$ cat src/rtl/npba_pkg.sv
// ----------------------------------------------------------------------------
// npba_pkg
// Shared types and constants of the translated port allocator: controller
// states, result status codes and the fixed port numbering.
// ----------------------------------------------------------------------------
package npba_pkg;

   // External port numbers are 16 bits wide; slot 0 stands for this port
   localparam int PORT_W    = 16;
   localparam int PORT_BASE = 1024;

   // Width of the used-slot counter
   localparam int COUNT_W = 16;

   // Width of the skip field on the request side
   localparam int SKIP_W = 5;

   // Result status codes
   typedef enum logic [1:0] {
      ST_OK        = 2'd0,
      ST_FULL      = 2'd1,
      ST_BAD_FREE  = 2'd2
   } status_type;

   // Controller states
   typedef enum logic [3:0] {
      S_CLEAR,
      S_IDLE,
      S_NORM,
      S_SCAN,
      S_GRANT,
      S_DIV,
      S_FREE_CHK,
      S_FINISH
   } state_type;

   // Request operation selector
   typedef enum logic {
      OP_ALLOC = 1'b0,
      OP_FREE  = 1'b1
   } op_type;

endpackage

$ cat src/rtl/npba_slot_split.sv
// ----------------------------------------------------------------------------
// npba_slot_split
// Splits a slot number into bitmap word and bit position with a reciprocal
// multiply: the quotient is registered in the cycle after start, the remainder
// in the cycle after that, when done is raised.
// ----------------------------------------------------------------------------
module npba_slot_split #(
   parameter int WORD_BITS = 32,
   parameter int BIT_W     = 5,
   parameter int ADDR_W    = 11
) (
   input  logic                          clock,
   input  logic                          reset,
   input  logic                          start,
   input  logic [npba_pkg::PORT_W-1:0]   slot,
   output logic                          done,
   output logic [ADDR_W-1:0]             word,
   output logic [BIT_W-1:0]              bit_pos
);

   localparam int SLOT_W  = npba_pkg::PORT_W;
   localparam int SHIFT   = SLOT_W + BIT_W;
   localparam int RECIP_W = SLOT_W + 1;
   localparam int PROD_W  = SHIFT + SLOT_W;
   // ceil(2^SHIFT / WORD_BITS); exact quotient for every slot of SLOT_W bits
   localparam logic [RECIP_W-1:0] RECIP =
      RECIP_W'(((64'(1) << SHIFT) + 64'(WORD_BITS - 1)) / 64'(WORD_BITS));

   logic              stage_ff, stage_in;
   logic              done_ff, done_in;
   logic [SLOT_W-1:0] dvd_ff, dvd_in;
   logic [SLOT_W-1:0] quo_ff, quo_in;
   logic [BIT_W-1:0]  rem_ff, rem_in;
   logic [PROD_W-1:0] product;
   logic [SLOT_W-1:0] back;
   logic [SLOT_W-1:0] diff;

   // Quotient by reciprocal, then remainder from the registered quotient
   always_comb begin
      product  = PROD_W'(slot) * PROD_W'(RECIP);
      back     = SLOT_W'(quo_ff * SLOT_W'(WORD_BITS));
      diff     = dvd_ff - back;
      stage_in = start;
      done_in  = stage_ff;
      dvd_in   = start ? slot : dvd_ff;
      quo_in   = start ? product[SHIFT +: SLOT_W] : quo_ff;
      rem_in   = stage_ff ? diff[BIT_W-1:0] : rem_ff;
   end

   // Hold control state
   always_ff @(posedge clock) begin
      if (reset) begin
         stage_ff <= 1'b0;
         done_ff  <= 1'b0;
      end else begin
         stage_ff <= stage_in;
         done_ff  <= done_in;
      end
   end

   // Hold datapath
   always_ff @(posedge clock) begin
      dvd_ff <= dvd_in;
      quo_ff <= quo_in;
      rem_ff <= rem_in;
   end

   assign done    = done_ff;
   assign word    = quo_ff[ADDR_W-1:0];
   assign bit_pos = rem_ff;

endmodule

$ cat config.mk
export PLATFORM = sky130hd
export DESIGN_NAME = npba_slot_split
export DESIGN_NICKNAME = d
export VERILOG_FILES = /design/src/rtl/npba_pkg.sv /design/src/rtl/npba_slot_split.sv
export SDC_FILE = /design/constraint.sdc
export NUM_CORES = 1
export LEC_CHECK = 0
export BUFFER_PORTS_ARGS = -buffer_cell sky130_fd_sc_hd__buf_2
export CORE_AREA = 4 4 50 52
export CTS_CLUSTER_DIAMETER = 30
export DETAILED_ROUTE_END_ITERATION = 10
export DIE_AREA = 0 0 54 56
export SETUP_SLACK_MARGIN = 0.3
export SKIP_LAST_GASP = 1
export SYNTH_ARGS = -nofsm -noshare
export SYNTH_HDL_FRONTEND = slang
export SYNTH_SLANG_ARGS = --single-unit
$ cat constraint.sdc
create_clock -name clock -period 1.9 [get_ports clock]
set_input_delay 0.285 -clock clock [delete_from_list [all_inputs] [get_ports clock]]
set_output_delay 0.285 -clock clock [all_outputs]
set_load 0.05 [all_outputs]
Yosys cells after proc, flatten, opt, wreduce, memory -nomap -nowiden
Cells that the tools add are included.
W data, S select, Z words.
Word-level totals
  flip-flop bits (word level): 23
  bits of input ports: 19
  output and inout bits: 17
  logic and storage cells: 6
Operators by class
  $add $sub $neg: 1
Operators by type and width (count)
  $sub A5 B1 Y5 const B: 1

Longest topological paths before layout
  depth after elaboration: 1
  depth in mapped cells: 1

Worst setup path after synthesis
OpenSTA, ideal clock, no wires.
  path type: reg-to-output
  start point: register rem_ff[0], in the netlist bit_pos[0]
  end point: output bit_pos[0]
  arrival time: 601 ps
  slack: 1014 ps
  cell stages (with the launch flop): 1
  path through: edfxtp_1
RTL lines
  from (decl): line npba_slot_split.sv:33  | logic [BIT_W-1:0] rem_ff, rem_in;
  from (signal assigned): line npba_slot_split.sv:65  | rem_ff <= rem_in;
  to (decl): line npba_slot_split.sv:18  | output logic [BIT_W-1:0] bit_pos
No word-level cell between the ends.

Final worst setup path
  start point: register quo_ff[4]
  end point: output word[4]
RTL lines
  from (decl): line npba_slot_split.sv:32  | logic [SLOT_W-1:0] quo_ff, quo_in;
  from (signal assigned): line npba_slot_split.sv:64  | quo_ff <= quo_in;
  to (decl): line npba_slot_split.sv:17  | output logic [ADDR_W-1:0] word,
No word-level cell between the ends.

==> results.json <==
{
  "synth_top_family_by_area": "simple AND/OR/NAND/NOR gates",
  "yosys.area_share.simple_pct": 1.83,
  "diodes": 0,
  "avgSynthCellArea_sq_um": 27.3,
  "synthCells": 25,
  "place_area_sq_um": 893,
  "p_leak_nw": 0.381,
  "hold_path_class": "in2reg",
  "cpMaxStageDelayCell": "edfxtp_1",
  "ys_ff_latch": 23,
  "die_h_um": 56,
  "grt_pass1_vias": 408,
  "synth_nets": 44,
  "finalCritPeriodShare_pct": 63.2,
  "clkPwrFrac_pct": 21.7,
  "globalRouteOverflowTotal": 0,
  "sequentialPowerShare_pct": 62.6,
  "fillers": 203,
  "cts_tree": "done",
  "die_area_sq_um": 3020,
  "cap_violations": 0,
  "worstPathArrival_ns": 0.92,
  "switching_share_pct": 27.0,
  "endpoint_kind": "primary output",
  "power_density_nw_per_um2": 1050,
  "chipWidth_um": 54,
  "post_cts_buffers": 0,
  "vias": 374,
  "vdd_drop_max_mv": 0.549,
  "max_freq_ghz": 0.833,
  "cts_sinks": 23,
  "pwr-share-comb_pct": 15.6,
  "start_util_pct": 32.4,
  "ys_warn_count": 0,
  "netSwitchingPower_uw": 260,
  "drive_gt1_share_pct": 60.9,
  "final-setup-viol-count": 0,
  "cts.repair.resized": 0,
  "cts.htree.levels": 1,
  "post-route-cell-area_sq_um": 921,
  "hold_buffers": 0,
  "drt-vias-per-instance": 4.07,
  "tns_ns": 0,
  "row_count": 17,
  "wirelength_mm": 1.20,
  "fin_crit_ns": 1.20,
  "clockRootBuffer": "clkbuf_4",
  "grt_setup_unrepaired": "false",
  "synth_compound_area_share_pct": 0,
  "crit_fanout": 1,
  "synth_fa_ha_area_share_pct": 0,
  "wire_per_inst_um": 13.1,
  "path_delay_family": "flip-flops",
  "port_buffers": 35,
  "multi_input_area_sq_um": 12.5,
  "cts_max_path_buffers": 2,
  "clk_pin_slew_ns": 0.11,
  "hold_viol_final": 0,
  "cp_cell_sequence": "buf_2",
  "pin_count": 36,
  "ys_types": 3,
  "status": "finished clean",
  "firstDrtPassIters": 3,
  "finalMaxSlewViolations": 0,
  "grt.total_usage_pct": 9.55,
  "synth_xor_area_share_pct": 0,
  "grt_max_degree": 18,
  "required_ns": 1.62,
  "critPathBufInv": 1,
  "core_region_area_sq_um": 2110,
  "netlist_area_sq_um": 683,
  "gp_congestion": 0.628,
  "timing.hold.ws_ns": 0.144,
  "muxShareOfSynthArea_pct": 0,
  "grt_pass1_wl_mm": 1.95,
  "nNetsFinal": 84,
  "worst_pin_slew_ns": 0.346,
  "ys_seq_area_share_pct": 98.2,
  "ant_nets": 0,
  "internal_power_uw": 704,
  "path_class": "reg2out",
  "cpPeakStageDelay_ns": 0.35,
  "regArea_sq_um": 671,
  "antenna_found_initial": 0,
  "drtIter0Drc": 5,
  "clock_latency_ns": 0.30,
  "maxSlewHeadroom_pct": 76.9,
  "cts-buffers-inserted": 3,
  "clock_skew_ns": 0.00310,
  "drc": 0,
  "startpoint_type": "flop",
  "layout-area-overhead-vs-synth_pct": 34.8
}
metal layers:
layer  routed length, um  part of all wire, %  GRT usage [%]  vias up
met5                   0                    0              0        -
met1                 486                   40           11.5      160
li1                    -                    -              -      176
met2                 454                   38           12.1       36
met4                  13                  1.1           6.41        0
met3                 247                   21           6.17        2
cells in the mapped netlist:
cell type,number,area [sq um]
edfxtp_1,21,631
nor2b_1,2,12.5
dfxtp_1,2,40.0
state kept, by name, indices dropped and copies added (netlist names):
register,count
bit_pos,5
quo_ff,11
done_in,1
done,1
dvd_ff,5
power groups by stage:
stage / combinational [mW] / clock, mW / sequential [mW]
floorplan: 0.00126 / 0 / 0.714
global placement: 0.151 / 0 / 0.615
detailed placement: 0.152 / 0 / 0.616
CTS: 0.152 / 0.225 / 0.605
global route: 0.158 / 0.253 / 0.609
finish: 0.151 / 0.209 / 0.604
final timing paths:
kind / endpoint / slack (ns) / depth (start not counted) / startpoint
worst max register to register: bit_pos[1] / 1.14 / 0 / done_in
worst min register to register: bit_pos[1] / 0.43 / 0 / dvd_ff[1]
worst min-delay path: done_in / 0.14 / 2 / reset
worst max-delay path: word[4] / 0.70 / 1 / quo_ff[4]
logic make-up (layout without fill, tap and decap cells):
family        after synthesis  in the layout
simple gates                2              2
flops                      23             23
buf+inv                     0             39
area by class of cell:
class	instances	area share [%]
sequential	23	72.8
timing repair buffer	35	19.0
tap	28	3.80
clock buffer	3	2.45
multi-input combinational	2	1.36
clock inverter	1	0.543
through the flow:
step	setup slack (ns)	util, %	power, mW	cells
2_1_floorplan	1.01	-	0.716	25
3_3_place_gp	0.967	42.4	0.766	88
3_5_place_dp	0.957	42.4	0.768	88
4_1_cts	0.667	43.7	0.982	92
5_1_grt	0.614	43.7	1.02	92
6_report	0.699	43.7	0.964	92
cells in the final DEF (no fill, tap or decap), drive strengths merged:
cell / count
buf: 35
edfxtp: 21
clkbuf: 3
nor2b: 2
dfxtp: 2
clkinv: 1
No activity file was read; power rests on OpenSTA's default activity.
