`src/rtl/npba_free_finder.sv`:
```
// ----------------------------------------------------------------------------
// npba_free_finder
// Finds the lowest free slot in one bitmap word, starting at a given bit on
// the first word of a search and ignoring the unused tail of the last word.
// ----------------------------------------------------------------------------
module npba_free_finder #(
   parameter int WORD_BITS = 32,
   parameter int BIT_W     = 5,
   parameter int LAST_BITS = 32
) (
   input  logic [WORD_BITS-1:0] word_data,
   input  logic [BIT_W-1:0]     start_bit,
   input  logic                 first,
   input  logic                 last_word,
   output logic                 found,
   output logic [BIT_W-1:0]     index
);

   localparam logic [WORD_BITS-1:0] LAST_MASK =
      {WORD_BITS{1'b1}} >> (WORD_BITS - LAST_BITS);

   logic [WORD_BITS-1:0] first_mask;
   logic [WORD_BITS-1:0] valid_mask;
   logic [WORD_BITS-1:0] avail;
   logic [WORD_BITS-1:0] lowest;

   // Mask off used bits, bits before the start and slots past the end
   always_comb begin
      first_mask = first ? ({WORD_BITS{1'b1}} << start_bit) : {WORD_BITS{1'b1}};
      valid_mask = last_word ? LAST_MASK : {WORD_BITS{1'b1}};
      avail      = ~word_data & first_mask & valid_mask;
      lowest     = avail & (~avail + WORD_BITS'(1));
      found      = |avail;
   end

   // Encode the isolated lowest free bit
   always_comb begin
      index = '0;
      for (int k = 0; k < BIT_W; k++) begin
         for (int i = 0; i < WORD_BITS; i++) begin
            index[k] = index[k] | (lowest[i] & 1'((i >> k) & 1));
         end
      end
   end

endmodule

```
`config.mk`:
```
export PLATFORM = sky130hd
export DESIGN_NAME = npba_free_finder
export DESIGN_NICKNAME = d
export VERILOG_FILES = /design/src/rtl/npba_free_finder.sv
export SDC_FILE = /design/constraint.sdc
export NUM_CORES = 1
export LEC_CHECK = 0
export BUFFER_PORTS_ARGS = -buffer_cell sky130_fd_sc_hd__buf_2
export CAP_MARGIN = 0
export CELL_PAD_IN_SITES_DETAIL_PLACEMENT = 0
export CELL_PAD_IN_SITES_GLOBAL_PLACEMENT = 1
export CORE_MARGIN = 4
export CORE_UTILIZATION = 39
export DETAILED_ROUTE_END_ITERATION = 8
export PLACE_DENSITY = 0.91
export SYNTH_ARGS = -nofsm -noshare
export SYNTH_HDL_FRONTEND = slang
export SYNTH_SLANG_ARGS = --single-unit
export TNS_END_PERCENT = 20
```
`constraint.sdc`:
```
create_clock -name vclk -period 5.24
set_input_delay 0.262 -clock vclk [all_inputs]
set_output_delay 0.262 -clock vclk [all_outputs]
set_load 0.005 [all_outputs]
```
# Word-level counts from Yosys, hierarchy flattened
# Index checks and enable logic that the tools add are counted.
dict set report totals {
  ram_bits 0
  ff_bits 0
  in_bits 39
  romBits 0
  n_memories 0
  latchBits 0
}
dict set report op_classes {
  bitwise 79
  n_addsub 1
  magnitude_cmp 0
  eq_ne 0
  n_div 0
  mux 1
  multipliers 0
  n_reduce_logical 1
  shift 1
}
# cell n
set ops {}
lappend ops {{bitwise OR 1 bit} 75}
lappend ops {{AND 32 bit} 2}
lappend ops {{NOT 32 bit} 2}
lappend ops {{adder 32 x 1 -> 32 bit (second input constant)} 1}
lappend ops {{2-to-1 mux 32 bit} 1}
lappend ops {{OR reduction 32 bit} 1}
lappend ops {{<< shifter 32 x 5 -> 32 bit (first input constant)} 1}

# Logic depth before layout (Yosys ltp)
dict set report depth {
  depth_word 21
  depth_mapped 10
}

# Least setup slack after synthesis
# No wires, ideal clock.
dict set report synth_timing {
  kind {input to output}
  start {input port start_bit[2]}
  end {output port index[3]}
  arrival_time_ps 2153
  cell_stages 8
  setup_slack_ps 2825
  cell_sequence {or4_4 -> a21oi_4 -> nand4b_2 -> nor4_2 -> buf_6 -> and2_4 -> o2111a_1 -> or4b_1}
}
dict set report synth_via {
  elab_chain_cells 21
}
# element line_no
set synth_rtl {}
lappend synth_rtl {{from (decl)} 12} ;# input logic [BIT_W-1:0] start_bit,
lappend synth_rtl {{<< shifter 32 x 5 -> 32 bit *} 29} ;# first_mask = first ? ({WORD_BITS{1'b1}} << start_bit) : {WORD_BITS{1'b1}};
lappend synth_rtl {{2-to-1 mux 32 bit *} 29}
lappend synth_rtl {{AND 32 bit *} 31} ;# avail = ~word_data & first_mask & valid_mask;
lappend synth_rtl {{NOT 32 bit} 32} ;# lowest = avail & (~avail + WORD_BITS'(1));
lappend synth_rtl {{adder 32 x 1 -> 32 bit} 32}
lappend synth_rtl {{AND 32 bit *} 32}
lappend synth_rtl {{bitwise OR 1 bit (14 in a row)} 41} ;# index[k] = index[k] | (lowest[i] & 1'((i >> k) & 1));
lappend synth_rtl {{bitwise OR 1 bit *} 41}
lappend synth_rtl {{to (decl)} 16} ;# output logic [BIT_W-1:0] index
# Every way passes the cells marked *; elsewhere a longest branch is shown, timed or not.

# Worst setup path in the final report
dict set report layout_timing {
  start {input port first}
  end {output port index[3]}
}
dict set report layout_via {
  elab_chain_cells 20
}
# element line_no
set layout_rtl {}
lappend layout_rtl {{from (decl)} 13} ;# input logic first,
lappend layout_rtl {{2-to-1 mux 32 bit *} 29}
lappend layout_rtl {{AND 32 bit *} 31}
lappend layout_rtl {{NOT 32 bit} 32}
lappend layout_rtl {{adder 32 x 1 -> 32 bit} 32}
lappend layout_rtl {{AND 32 bit *} 32}
lappend layout_rtl {{bitwise OR 1 bit (14 in a row)} 41}
lappend layout_rtl {{bitwise OR 1 bit *} 41}
# Marked as above.

==> summary.txt <==
Run status
  – Run status: complete, no violations

Routing
  – Routed length per instance: ~16 um
  – Routed Wire Length: 4438 um
  – Via density per instance: about 6.4
  – Drt first-iter violations: between 100 and 150
  – Remaining antenna violation count after routing: 0
  – Number of detailed-route iterations in the first pass: 4
  – Total via count in the routed design: 1768
  – Count of unresolved DRC violations after routing: 0

Synthesis
  – Synth Instances: 205
  – Synth Cell Area: 1313 sq um
  – Mapped Nets: approximately 240
  – Most instantiated library cell after synthesis: sky130_fd_sc_hd__a21oi_1
  – Leading post-synthesis cells by instance count: sky130_fd_sc_hd__a21oi_1 (22), sky130_fd_sc_hd__nand2_1 (16), sky130_fd_sc_hd__nor2_1 (13)
  – Synthesized-area fraction occupied by ao, oa, aoi and oai cells: 0.4929
  – Share of synthesized area occupied by flip-flops and latches: 0
  – Share of the synthesized area in the top cell type: 0.08389
  – Count of unique library cells instantiated by Yosys: 64
  – Largest family of logic cells by synthesized area: compound AO/OA/AOI/OAI gates
  – Xor/xnor share of the synthesized area: 0
  – Average footprint of a synthesized cell: 6.402 sq um
  – Cell type with the highest aggregate area in the netlist: sky130_fd_sc_hd__a21oi_1
  – Largest cells by area after synthesis: sky130_fd_sc_hd__a21oi_1 (8.4%), sky130_fd_sc_hd__a21o_1 (5.1%), sky130_fd_sc_hd__o21ai_0 (4.6%), sky130_fd_sc_hd__nand2_1 (4.6%), sky130_fd_sc_hd__nand3_1 (4.2%)
  – Synth Area in Simple Gates: 0.3994
  – Mux contribution to synthesized area: 0.007626
  – Ys Warns: 0
  – Area share of fa/ha/maj cells after synthesis: 0

Global routing
  – Vias in the first global route: 1446
  – Total gr overflow: 0
  – Pin count of the biggest net entering global routing: 30
  – All-Layer GR Usage: 0.1909
  – Initial antenna violation count: 0
  – First-pass GRT wire length: 6782 um

Pwr
  – Leakage: 0.6551 nW
  – Sequential share of power: 0
  – Switching component of the power: 0.07159 mW
  – Power consumption: roughly 0.12 mW
  – Internal Pwr Total: 0.04694 mW
  – Power density over the cells: 79.94 nW/um^2
  – Combinational share of power: 1.000
  – Relative contribution of the clock network to total power: 0
  – Worst ir drop on vdd: 0.05168 mV
  – Switching Share: 0.6040

Timing
  – Setup tns final: 0 ps
  – Relative slew slack: 0.4529
  – Final critical path time including I/O delays and setup: 3453 ps
  – Endpoints failing setup: 0
  – Unrepaired setup endpoints after global routing: false
  – Final Max Tran Viols: 0
  – Post-route worst hold slack: 882.2 ps
  – Number of failing hold endpoints at the final stage: 0
  – Least-Margin Pin Slew: between 800 and 900 ps
  – Final period util: 0.6589
  – Achievable frequency: 0.2896 GHz

Clock network
  – Number of setup buffers added after CTS: 0
  – CTS resizes: 0
  – Hold buffer count at CTS: 0

Floorplanning
  – I/O pins: 45
  – Width of the die: about 66 um
  – Effective utilization at floorplan: 0.4196
  – Area of the placeable core: 3128 sq um
  – Full die area: 4357 sq um
  – Floorplan row count: 20
  – Height of the die: 66.01 um

Finish
  – Count of clock-net buffers in the final layout: 0
  – Area used by sequential logic in the layout: 0 sq um
  – Number of fill cells: 348
  – Fraction of layout instances using a drive strength above 1: 0.2457
  – Number of sequential storage elements: 0
  – Final nets: between 200 and 300
  – Area used by multi-input combinational logic: 1181 sq um
  – Layout overhead on the synthesized area: 12.96%
  – Number of inserted diodes: 0

Worst setup path
  – Crit end category: output pin
  – Signal arrival time at the worst endpoint: 3190 ps
  – Critical path start-end classification: in2out
  – Startpoint type of the worst setup path: input pin
  – Required time of the critical path: 4980 ps
  – Maximum fanout along the worst path: 29

Placed design
  – HPWL after detailed placement: 3361 um
  – Final weighted congestion in routability-driven placement: approximately 0.95
  – Count of input and output buffers: 44

Job
  – Max-cap violation count: 0

Min path
  – Type of the tightest min-delay check: in2out
-- cells by family (layout without fill, tap and decap cells) --
| logic type | after synthesis | count (layout) |
|---|---|---|
| AO/OA/AOI/OAI | 91 | 91 |
| AND/OR/NAND/NOR | 89 | 89 |
| buffers and inverters | 24 | 51 |
| multiplexers | 1 | 1 |
-- power groups by stage --
stage               Combinational [mW]  Clock [mW]  Sequential [mW]
detailed placement               0.116           0                0
global route                     0.130           0                0
finish                           0.119           0                0
CTS                              0.117           0                0
floorplan                       0.0806           0                0
global placement                 0.116           0                0
-- placed cells by master (no fill, tap or decap), drive strengths merged, types with 2 or more instances in the layout --
| cell type | Yosys | layout |
|---|---|---|
| and3 | 7 | 7 |
| or4 | 3 | 3 |
| or4b | 2 | 2 |
| o31ai | 2 | 2 |
| a221oi | 2 | 2 |
| a311oi | 2 | 2 |
| a31o | 2 | 2 |
| o211ai | 2 | 2 |
| o21bai | 4 | 4 |
| o41ai | 3 | 3 |
| inv | 7 | 7 |
| a21o | 9 | 9 |
| nand3 | 11 | 11 |
| nand4 | 6 | 6 |
| o21a | 3 | 3 |
| nor3 | 6 | 6 |
| a41o | 2 | 2 |
| a31oi | 6 | 6 |
| o211a | 2 | 2 |
| nand2b | 2 | 2 |
| a21oi | 23 | 23 |
| a211oi | 2 | 2 |
| nor4 | 5 | 5 |
| and2 | 4 | 4 |
| or3 | 2 | 2 |
| or2 | 3 | 3 |
| o21ai | 12 | 12 |
| buf | 15 | 44 |
| o22ai | 3 | 3 |
| and4 | 2 | 2 |
| nor2 | 13 | 13 |
| nand2 | 16 | 16 |
-- path summary, 6_finish.rpt --
path	from	endpoint	slack (ps)	cells after the start
setup / recovery	first	index[3]	1790	9
hold / removal	word_data[31]	found	880	4
-- routing by layer --
metal  wire length, um  track usage  up-vias
met5                 0            0        -
met4                14      0.01523        0
met3               467     0.008503        2
met2              2054       0.3217       84
met1              1901       0.2772      807
li1                  -            -      875
-- per-stage QoR --
step	utilization	std cells	instance area (sq um)	setup slack, ps
6_report	0.4740	276	1483	1787
2_1_floorplan	-	205	1313	2825
5_1_grt	0.4740	276	1483	1562
3_5_place_dp	0.4740	276	1483	1865
4_1_cts	0.4740	276	1483	1873
3_3_place_gp	0.4740	276	1483	1859
-- worst max-delay path, cell delays in order --
cell and delay (ps):
sky130_fd_sc_hd__buf_2 440, sky130_fd_sc_hd__nand2_1 440, sky130_fd_sc_hd__nand2b_1 210, sky130_fd_sc_hd__a221oi_2 110, sky130_fd_sc_hd__nor4_2 780, sky130_fd_sc_hd__nand3_1 250
sky130_fd_sc_hd__o32ai_1 400, sky130_fd_sc_hd__or4b_1 180, sky130_fd_sc_hd__buf_2 110
-- final cells by class --
type | count | area share
inverters | 7 | 0.01772
multi-input cells | 181 | 0.7966
well taps | 44 | 0.03713
repair buffers | 44 | 0.1485
(Power assumes the default switching activity.)
